===== src/u7d_pkg.sv =====
`timescale 1ns / 1ps
// Package for the UTF-7 stream decoder: mode type, queue entry type,
// character and surrogate constants and the base64 digit decoder.
// Depends on nothing.
package u7d_pkg;

    localparam int unsigned FIFO_DEPTH = 4;
    localparam int unsigned CP_W       = 21;
    localparam int unsigned BYTE_W     = 8;
    localparam int unsigned UNIT_W     = 16;
    localparam int unsigned CNT_W      = 4;

    localparam logic CMD_FEED  = 1'b0;
    localparam logic CMD_CLEAR = 1'b1;

    localparam logic [BYTE_W-1:0] CH_PLUS  = 8'h2B;
    localparam logic [BYTE_W-1:0] CH_MINUS = 8'h2D;
    localparam logic [BYTE_W-1:0] CH_SLASH = 8'h2F;
    localparam logic [BYTE_W-1:0] CH_UA    = 8'h41;
    localparam logic [BYTE_W-1:0] CH_UZ    = 8'h5A;
    localparam logic [BYTE_W-1:0] CH_LA    = 8'h61;
    localparam logic [BYTE_W-1:0] CH_LZ    = 8'h7A;
    localparam logic [BYTE_W-1:0] CH_D0    = 8'h30;
    localparam logic [BYTE_W-1:0] CH_D9    = 8'h39;

    localparam logic [UNIT_W-1:0] SURR_MASK = 16'hFC00;
    localparam logic [UNIT_W-1:0] SURR_HIGH = 16'hD800;
    localparam logic [UNIT_W-1:0] SURR_LOW  = 16'hDC00;
    localparam logic [CP_W-1:0]   SUPP_BASE = 21'h010000;

    typedef enum logic [1:0] {
        MODE_DIRECT  = 2'd0,
        MODE_BASE64  = 2'd1,
        MODE_PENDING = 2'd2
    } t_mode;

    typedef struct packed {
        logic            two;
        logic [CP_W-1:0] cp0;
        logic [CP_W-1:0] cp1;
    } t_entry;

    typedef struct packed {
        logic       is_b64;
        logic [5:0] val;
    } t_b64;

    function automatic t_b64 b64_decode(input logic [BYTE_W-1:0] b);
        t_b64              r;
        logic [BYTE_W-1:0] d;
        r = '0;
        d = '0;
        if (b >= CH_UA && b <= CH_UZ) begin
            d = b - CH_UA;
            r = '{is_b64: 1'b1, val: d[5:0]};
        end else if (b >= CH_LA && b <= CH_LZ) begin
            d = b - CH_LA + 8'd26;
            r = '{is_b64: 1'b1, val: d[5:0]};
        end else if (b >= CH_D0 && b <= CH_D9) begin
            d = b - CH_D0 + 8'd52;
            r = '{is_b64: 1'b1, val: d[5:0]};
        end else if (b == CH_PLUS) begin
            r = '{is_b64: 1'b1, val: 6'd62};
        end else if (b == CH_SLASH) begin
            r = '{is_b64: 1'b1, val: 6'd63};
        end
        return r;
    endfunction

endpackage


===== src/utf7_stream_decoder.sv =====
`timescale 1ns / 1ps
// UTF-7 stream decoder: one byte in per cycle, code points out one per cycle
// while i_ready is high. A byte's first result passes the entry queue, then the
// output register. Throughput: a byte every cycle while the entry queue has room;
// a byte that yields two code points holds them in the output register in turn.
// Reset (synchronous, active low) returns to direct mode, drops held bits and any
// held surrogate, and empties the queue and the output register.
module utf7_stream_decoder #(
    parameter int unsigned FIFO_DEPTH = u7d_pkg::FIFO_DEPTH
) (
    input  logic                        i_clk,
    input  logic                        i_rst_n,
    input  logic                        i_valid,
    output logic                        o_ready,
    input  logic                        i_cmd,
    input  logic [u7d_pkg::BYTE_W-1:0]  i_byte_req,
    output logic                        o_valid,
    input  logic                        i_ready,
    output logic [u7d_pkg::CP_W-1:0]    o_code_point,
    output logic                        o_last
);
    import u7d_pkg::*;

    logic    push;
    logic    pop;
    logic    full;
    logic    empty;
    t_entry  wr_entry;
    t_entry  rd_entry;

    u7d_front u_front (
        .i_clk      (i_clk),
        .i_rst_n    (i_rst_n),
        .i_valid    (i_valid),
        .o_ready    (o_ready),
        .i_cmd      (i_cmd),
        .i_byte_req (i_byte_req),
        .i_full     (full),
        .o_push     (push),
        .o_entry    (wr_entry)
    );

    u7d_fifo #(
        .DEPTH (FIFO_DEPTH)
    ) u_fifo (
        .i_clk   (i_clk),
        .i_rst_n (i_rst_n),
        .i_push  (push),
        .i_entry (wr_entry),
        .i_pop   (pop),
        .o_full  (full),
        .o_empty (empty),
        .o_entry (rd_entry)
    );

    u7d_back u_back (
        .i_clk        (i_clk),
        .i_rst_n      (i_rst_n),
        .i_empty      (empty),
        .i_entry      (rd_entry),
        .o_pop        (pop),
        .o_valid      (o_valid),
        .i_ready      (i_ready),
        .o_code_point (o_code_point),
        .o_last       (o_last)
    );

endmodule


===== src/u7d_front.sv =====
`timescale 1ns / 1ps
// Front end: accepts bytes, tracks the decoder mode and base64 bits, and
// pushes the one or two code points a byte yields, if any, into the queue.
// Depends on u7d_pkg.
module u7d_front (
    input  logic                          i_clk,
    input  logic                          i_rst_n,
    input  logic                          i_valid,
    output logic                          o_ready,
    input  logic                          i_cmd,
    input  logic [u7d_pkg::BYTE_W-1:0]    i_byte_req,
    input  logic                          i_full,
    output logic                          o_push,
    output u7d_pkg::t_entry               o_entry
);
    import u7d_pkg::*;

    t_mode               r_mode, n_mode;
    logic [UNIT_W-1:0]   r_buf, n_buf;
    logic [CNT_W-1:0]    r_cnt, n_cnt;
    logic [UNIT_W-1:0]   r_held, n_held;

    logic                accept;
    logic                push;
    t_b64                dig;
    logic                eff_b64;
    logic [21:0]         acc;
    logic [21:0]         acc_sh;
    logic [21:0]         rem;
    logic [4:0]          cnt5;
    logic [4:0]          sh5;
    logic                full_unit;
    logic [UNIT_W-1:0]   uc;
    logic [CP_W-1:0]     joined;
    logic [CP_W-1:0]     byte_cp;
    logic [CP_W-1:0]     held_cp;

    assign o_ready = !i_full;
    assign accept  = i_valid && o_ready;
    assign o_push  = accept && push;

    assign dig     = b64_decode(i_byte_req);
    assign eff_b64 = (r_mode == MODE_BASE64) ||
                     (r_mode == MODE_PENDING && i_byte_req != CH_MINUS);

    assign acc       = {r_buf, 6'b0} | {16'b0, dig.val};
    assign cnt5      = {1'b0, r_cnt} + 5'd6;
    assign full_unit = cnt5 >= 5'd16;
    assign sh5       = cnt5 - 5'd16;
    assign acc_sh    = acc >> sh5[2:0];
    assign uc        = acc_sh[UNIT_W-1:0];
    assign rem       = acc & ~(22'h3FFFFF << sh5[2:0]);
    assign joined    = SUPP_BASE + {1'b0, r_held[9:0], 10'b0} + {11'b0, uc[9:0]};
    assign byte_cp   = {13'b0, i_byte_req};
    assign held_cp   = {5'b0, r_held};

    always_comb begin
        n_mode = r_mode;
        if (i_cmd == CMD_CLEAR) begin
            n_mode = MODE_DIRECT;
        end else begin
            case (r_mode)
                MODE_PENDING: begin
                    if (i_byte_req == CH_MINUS) begin
                        n_mode = MODE_DIRECT;
                    end else begin
                        n_mode = dig.is_b64 ? MODE_BASE64 : MODE_DIRECT;
                    end
                end
                MODE_BASE64: begin
                    n_mode = dig.is_b64 ? MODE_BASE64 : MODE_DIRECT;
                end
                default: begin
                    n_mode = (i_byte_req == CH_PLUS) ? MODE_PENDING : MODE_DIRECT;
                end
            endcase
        end
    end

    always_comb begin
        push    = 1'b0;
        o_entry = '0;
        n_buf   = r_buf;
        n_cnt   = r_cnt;
        n_held  = r_held;
        if (i_cmd == CMD_CLEAR) begin
            n_buf  = '0;
            n_cnt  = '0;
            n_held = '0;
        end else if (r_mode == MODE_PENDING && i_byte_req == CH_MINUS) begin
            push        = 1'b1;
            o_entry.cp0 = {13'b0, CH_PLUS};
        end else if (eff_b64) begin
            if (dig.is_b64) begin
                n_buf = acc[UNIT_W-1:0];
                n_cnt = cnt5[CNT_W-1:0];
                if (full_unit) begin
                    n_buf = rem[UNIT_W-1:0];
                    n_cnt = sh5[CNT_W-1:0];
                    if ((uc & SURR_MASK) == SURR_HIGH) begin
                        n_held = uc;
                        if (r_held != '0) begin
                            push        = 1'b1;
                            o_entry.cp0 = held_cp;
                        end
                    end else if (r_held != '0) begin
                        push   = 1'b1;
                        n_held = '0;
                        if ((uc & SURR_MASK) == SURR_LOW) begin
                            o_entry.cp0 = joined;
                        end else begin
                            o_entry.two = 1'b1;
                            o_entry.cp0 = held_cp;
                            o_entry.cp1 = {5'b0, uc};
                        end
                    end else begin
                        push        = 1'b1;
                        o_entry.cp0 = {5'b0, uc};
                    end
                end
            end else begin
                n_buf  = '0;
                n_cnt  = '0;
                n_held = '0;
                if (r_held != '0) begin
                    push        = 1'b1;
                    o_entry.cp0 = held_cp;
                    if (i_byte_req != CH_MINUS) begin
                        o_entry.two = 1'b1;
                        o_entry.cp1 = byte_cp;
                    end
                end else if (i_byte_req != CH_MINUS) begin
                    push        = 1'b1;
                    o_entry.cp0 = byte_cp;
                end
            end
        end else if (i_byte_req != CH_PLUS) begin
            push        = 1'b1;
            o_entry.cp0 = byte_cp;
        end
    end

    always_ff @(posedge i_clk) begin
        if (!i_rst_n) begin
            r_mode <= MODE_DIRECT;
            r_buf  <= '0;
            r_cnt  <= '0;
            r_held <= '0;
        end else if (accept) begin
            r_mode <= n_mode;
            r_buf  <= n_buf;
            r_cnt  <= n_cnt;
            r_held <= n_held;
        end
    end

    a_held_in_b64 : assert property (@(posedge i_clk) disable iff (!i_rst_n)
        (r_held != '0) |-> (r_mode == MODE_BASE64))
        else $error("held surrogate outside base64 mode");

    a_buf_clean : assert property (@(posedge i_clk) disable iff (!i_rst_n)
        (r_buf >> r_cnt) == '0)
        else $error("bit buffer holds bits above its count");

    a_pending_empty : assert property (@(posedge i_clk) disable iff (!i_rst_n)
        (r_mode == MODE_PENDING) |-> (r_cnt == '0 && r_buf == '0))
        else $error("bits left over while waiting after plus");

endmodule


===== src/u7d_fifo.sv =====
`timescale 1ns / 1ps
// Short queue of decoded entries between the front end and the output stage.
// Depends on u7d_pkg.
module u7d_fifo #(
    parameter int unsigned DEPTH = u7d_pkg::FIFO_DEPTH
) (
    input  logic            i_clk,
    input  logic            i_rst_n,
    input  logic            i_push,
    input  u7d_pkg::t_entry i_entry,
    input  logic            i_pop,
    output logic            o_full,
    output logic            o_empty,
    output u7d_pkg::t_entry o_entry
);
    import u7d_pkg::*;

    localparam int unsigned AW = (DEPTH > 1) ? $clog2(DEPTH) : 1;
    localparam int unsigned CW = $clog2(DEPTH + 1);

    t_entry          r_mem [DEPTH];
    logic [AW-1:0]   r_wr, n_wr;
    logic [AW-1:0]   r_rd, n_rd;
    logic [CW-1:0]   r_count, n_count;

    assign o_full  = (r_count == CW'(DEPTH));
    assign o_empty = (r_count == '0);
    assign o_entry = r_mem[r_rd];

    always_comb begin
        n_wr    = r_wr;
        n_rd    = r_rd;
        n_count = r_count;
        if (i_push) begin
            n_wr = (r_wr == AW'(DEPTH - 1)) ? '0 : r_wr + 1'b1;
        end
        if (i_pop) begin
            n_rd = (r_rd == AW'(DEPTH - 1)) ? '0 : r_rd + 1'b1;
        end
        if (i_push && !i_pop) begin
            n_count = r_count + 1'b1;
        end else if (!i_push && i_pop) begin
            n_count = r_count - 1'b1;
        end
    end

    always_ff @(posedge i_clk) begin
        if (i_push) begin
            r_mem[r_wr] <= i_entry;
        end
    end

    always_ff @(posedge i_clk) begin
        if (!i_rst_n) begin
            r_wr    <= '0;
            r_rd    <= '0;
            r_count <= '0;
        end else begin
            r_wr    <= n_wr;
            r_rd    <= n_rd;
            r_count <= n_count;
        end
    end

    a_no_overflow : assert property (@(posedge i_clk) disable iff (!i_rst_n)
        i_push |-> (!o_full || i_pop))
        else $error("push into a full queue");

    a_no_underflow : assert property (@(posedge i_clk) disable iff (!i_rst_n)
        i_pop |-> !o_empty)
        else $error("pop from an empty queue");

    a_count_range : assert property (@(posedge i_clk) disable iff (!i_rst_n)
        r_count <= CW'(DEPTH))
        else $error("queue count beyond depth");

endmodule


===== src/u7d_back.sv =====
`timescale 1ns / 1ps
// Output stage: takes entries from the queue and presents their code points
// one item at a time from an output register, marking the final one.
// Depends on u7d_pkg.
module u7d_back (
    input  logic                        i_clk,
    input  logic                        i_rst_n,
    input  logic                        i_empty,
    input  u7d_pkg::t_entry             i_entry,
    output logic                        o_pop,
    output logic                        o_valid,
    input  logic                        i_ready,
    output logic [u7d_pkg::CP_W-1:0]    o_code_point,
    output logic                        o_last
);
    import u7d_pkg::*;

    logic             r_valid, n_valid;
    logic             r_pend, n_pend;
    logic [CP_W-1:0]  r_cp, n_cp;
    logic [CP_W-1:0]  r_cp1, n_cp1;
    logic             r_last, n_last;
    logic             load;

    assign load         = !r_valid || i_ready;
    assign o_pop        = load && !r_pend && !i_empty;
    assign o_valid      = r_valid;
    assign o_code_point = r_cp;
    assign o_last       = r_last;

    always_comb begin
        n_valid = r_valid;
        n_pend  = r_pend;
        n_cp    = r_cp;
        n_cp1   = r_cp1;
        n_last  = r_last;
        if (load) begin
            if (r_pend) begin
                n_valid = 1'b1;
                n_pend  = 1'b0;
                n_cp    = r_cp1;
                n_last  = 1'b1;
            end else if (!i_empty) begin
                n_valid = 1'b1;
                n_pend  = i_entry.two;
                n_cp    = i_entry.cp0;
                n_cp1   = i_entry.cp1;
                n_last  = !i_entry.two;
            end else begin
                n_valid = 1'b0;
            end
        end
    end

    always_ff @(posedge i_clk) begin
        if (!i_rst_n) begin
            r_valid <= 1'b0;
            r_pend  <= 1'b0;
        end else begin
            r_valid <= n_valid;
            r_pend  <= n_pend;
        end
    end

    always_ff @(posedge i_clk) begin
        r_cp   <= n_cp;
        r_cp1  <= n_cp1;
        r_last <= n_last;
    end

    a_pend_shown : assert property (@(posedge i_clk) disable iff (!i_rst_n)
        r_pend |-> (r_valid && !r_last))
        else $error("second code point pending without a non-final item shown");

    a_second_next : assert property (@(posedge i_clk) disable iff (!i_rst_n)
        (r_pend && i_ready) |=> (r_valid && r_last && !r_pend))
        else $error("second code point not presented after the first");

endmodule

===== config.mk =====
export PLATFORM = sky130hd
export DESIGN_NAME = utf7_stream_decoder
export DESIGN_NICKNAME = d
export VERILOG_FILES = /design/src/u7d_pkg.sv /design/src/utf7_stream_decoder.sv /design/src/u7d_front.sv /design/src/u7d_fifo.sv /design/src/u7d_back.sv
export SDC_FILE = /design/constraint.sdc
export NUM_CORES = 1
export LEC_CHECK = 0
export BUFFER_PORTS_ARGS = -buffer_cell sky130_fd_sc_hd__buf_2
export CAP_MARGIN = 20
export CORE_MARGIN = 1
export CORE_UTILIZATION = 50
export DETAILED_ROUTE_END_ITERATION = 12
export HOLD_SLACK_MARGIN = 0.08
export PLACE_DENSITY = 0.66
export SLEW_MARGIN = 20
export SYNTH_ARGS = -nofsm -noshare
export SYNTH_HDL_FRONTEND = slang
export SYNTH_SLANG_ARGS = --single-unit

===== constraint.sdc =====
create_clock -name i_clk -period 6.95 [get_ports i_clk]
set_clock_uncertainty 0.2 [all_clocks]
set_input_delay 1.39 -clock i_clk [delete_from_list [all_inputs] [get_ports i_clk]]
set_output_delay 1.39 -clock i_clk [all_outputs]
set_load 0.02 [all_outputs]

==> run summary <==
PnR Total Power -> 3973 µW
EDFF count, synth -> 190
most frequent cells in the layout -> edfxtp_1 (190), nand2_1 (47), dfxtp_1 (47)
Total Routing Usage GR -> 22.84%
die area -> 22770 µm²
Top Ports -> 37
combinational group share of total power -> 19.9%
Fin Setup TNS -> 0 ns
Slew Limit Fails -> 0
min-delay src -> u_front.r_held[14]
WP data arrival -> 5.24 ns
Reg2Reg Setup Slack -> 1.73 ns
antenna-violating nets left -> 0
Worst setup EP type -> flip-flop
crit-path max FO -> 28
sequential power share -> 46.0%
initial core utilization -> 50.95%
# diodes -> 0
unrepaired setup endpoints after global routing -> false
switching share of power -> 26.25%
Mapped Area -> 11080 µm²
final setup vio count -> 0
most common cell after layout, fill and taps aside -> edfxtp_1
vias per std cell -> 6.107
GR Overflow Total -> 0
Worst-path clk slew -> 0.06 ns
P&R area growth vs syn -> 11.27%
Yosys cell types -> 85
CTS Hold Buffers Added -> 0
ys async rst share -> 0%
vias in the first global route -> 6803
Final min period -> 5.225 ns
pin count of the biggest net entering global routing -> 39
std cell rows -> 54
H-tree Lvls -> 1
Min-Delay Path Class -> reg2reg
clock network power share -> 34.2%
Die Width -> 150.9 µm
worst setup path start -> u_front.r_cnt[1]
Pleak -> 0.004119 µW
drt first pass iters -> 6
# Post-CTS Setup Buffers -> 0
total CTS buffers -> 24
Vias -> 6883
Residual DRC -> 0
initial antenna violation count -> 0
RR Startpoint -> u_front.r_cnt[1]
Final nets -> 865
worst skew pair latency -> 0.52 ns
Post-Syn Nets -> 838
Reg2Reg Capture Point -> u_fifo.r_mem[3][33]
WS Path Type -> reg2reg
hpwl dp -> 17210 µm
post-synthesis sequential area ratio -> 60.14%
Sink Count -> 238
Register-to-Register Path Depth -> 9
Least-Margin Pin Slew -> 1.087 ns
Syn Area/Cell -> 13.82 µm²
share of cells above drive strength 1 -> 21.61%
clock buffer depth -> 3
NetSw -> 1043 µW
post-DR wirelength/cell -> 22.72 µm
I/O Buffers -> 36
status -> completed
initial DRC count -> 574
global-route wire length before repair -> 38870 µm
relative slew slack -> 27.56%
Routed WL -> 25610 µm
fillers -> 1765
Final Hold Violating Endpoints -> 0
Cell Pwr Density -> 322.1 nW/µm²
crit path launch type -> flip-flop
Die H -> 150.9 µm
YS warnings -> 0
fin crit share -> 75.18%
Hold EP -> u_front.r_held[14]
Cells after Synth -> 802
# resized after CTS -> 0
max-capacitance violation count -> 0
VDD IR-drop max -> 0.1977 mV
most frequently used flop master after synthesis -> edfxtp_1
clock root buffer -> clkbuf_16
maximum clock frequency -> 191.4 MHz
Critical Path RT -> 6.96 ns
hold path depth -> 1
CTS tree -> done
CORE AREA -> 21760 µm²
routability cong. -> 0.9328
Pint -> 2930 µW
flops & latches, synth -> 238
==> power groups by stage <==
stage,clock (µW),combinational (µW),sequential (µW)
after detailed placement,0,804,1860
final,1360,789,1830
after global routing,1420,861,1850
after CTS,1370,807,1830
after floorplan,0,475,1940
after global placement,0,784,1850
==> cell type report <==
| class | instances | area [µm²] | area share [%] |
|---|---|---|---|
| inverters | 21 | 78.83 | 0.6391 |
| repair buffers | 44 | 240.2 | 1.948 |
| well taps | 280 | 350.3 | 2.841 |
| clock inverters | 16 | 217.7 | 1.765 |
| clock buffers | 28 | 625.6 | 5.073 |
| multi-input cells | 500 | 4153 | 33.67 |
| flip-flops and latches | 238 | 6668 | 54.06 |
==> flip-flops by register name, summed over array words and instances (netlist names), 3 cells and up, named ones only <==
register             flops
u_fifo.r_mem           152
u_back.o_code_point     21
u_back.r_cp1            16
u_front.r_buf           16
u_front.r_held          16
u_fifo.r_count           3
u_front.r_cnt            3
==> layer usage <==
layer	global-route usage, %	part of all wire, %	up-vias	routed length, µm
met3	3.494	5.3	58	1359
li1	-	-	3173	-
met4	7.650	2.9	0	737
met2	38.35	49	191	12500
met5	0	0	-	0
met1	30.30	43	3461	11010
==> logic make-up after synthesis <==
logic type | count (synthesis) | share of synthesized area, %
DFF | 238 | 60.14
and+or+nand+nor | 215 | 10.66
AOI/OAI and AO/OA | 178 | 11.54
muxes | 77 | 11.94
buffers and inverters | 64 | 2.506
adders and majority gates | 23 | 2.664
xor gates and xnor gates | 7 | 0.5531
==> cells in the mapped netlist (5+ instances only) <==
cell,count,area (µm²)
a21o_1,9,67.56
a21oi_1,41,205.2
a22o_1,6,52.55
a22oi_1,22,165.2
and2_1,16,100.1
buf_2,15,75.07
buf_4,5,37.54
clkbuf_1,19,71.32
dfxtp_1,48,960.9
edfxtp_1,190,5705
ha_1,22,275.3
inv_1,20,75.07
mux2_2,22,247.7
mux2i_1,13,130.1
mux4_2,42,945.9
nand2_1,47,176.4
nand2b_1,5,31.28
nand3_1,19,95.09
nand4_1,7,43.79
nor2_1,40,150.1
nor2b_1,32,200.2
nor3_1,9,45.04
nor4_1,6,37.54
o211ai_1,10,75.07
o21ai_0,20,100.1
o21ai_1,9,45.04
o2bb2ai_1,6,52.55
or3_1,5,31.28
==> worst max-delay path, cell delays in order, from the launching register on <==
cell,delay [ns]
dfxtp_1,0.96
inv_2,0.26
ha_1,1.01
mux2_2,0.33
mux2i_1,0.19
a211oi_2,0.84
a21o_2,0.28
nand2_1,0.20
o311ai_0,0.43
o21ai_1,0.21
==> through the flow <==
stage               area (µm²)  hold slack [ns]  cells  worst slack, ns  util [%]
CTS                      12330           0.3019   1127            1.783     56.69
floorplan                11080           0.2443    802            1.995         -
global placement         11490           0.2739   1083            1.546     52.81
finish                   12330           0.3033   1127            1.725     56.69
detailed placement       11490           0.2705   1083            1.398     52.81
global route             12330           0.3321   1127            1.345     56.69
==> how the worst max path moves through the flow <==
stage	to	slack, ns
after floorplan	u_fifo.r_mem[0][0]	1.99
after global placement	u_fifo.r_mem[3][7]	1.55
after detailed placement	u_fifo.r_mem[2][9]	1.40
after CTS	u_fifo.r_mem[0][33]	1.78
after global routing	u_fifo.r_mem[1][33]	1.35
final	u_fifo.r_mem[3][33]	1.73
(Power assumes the default switching activity.)
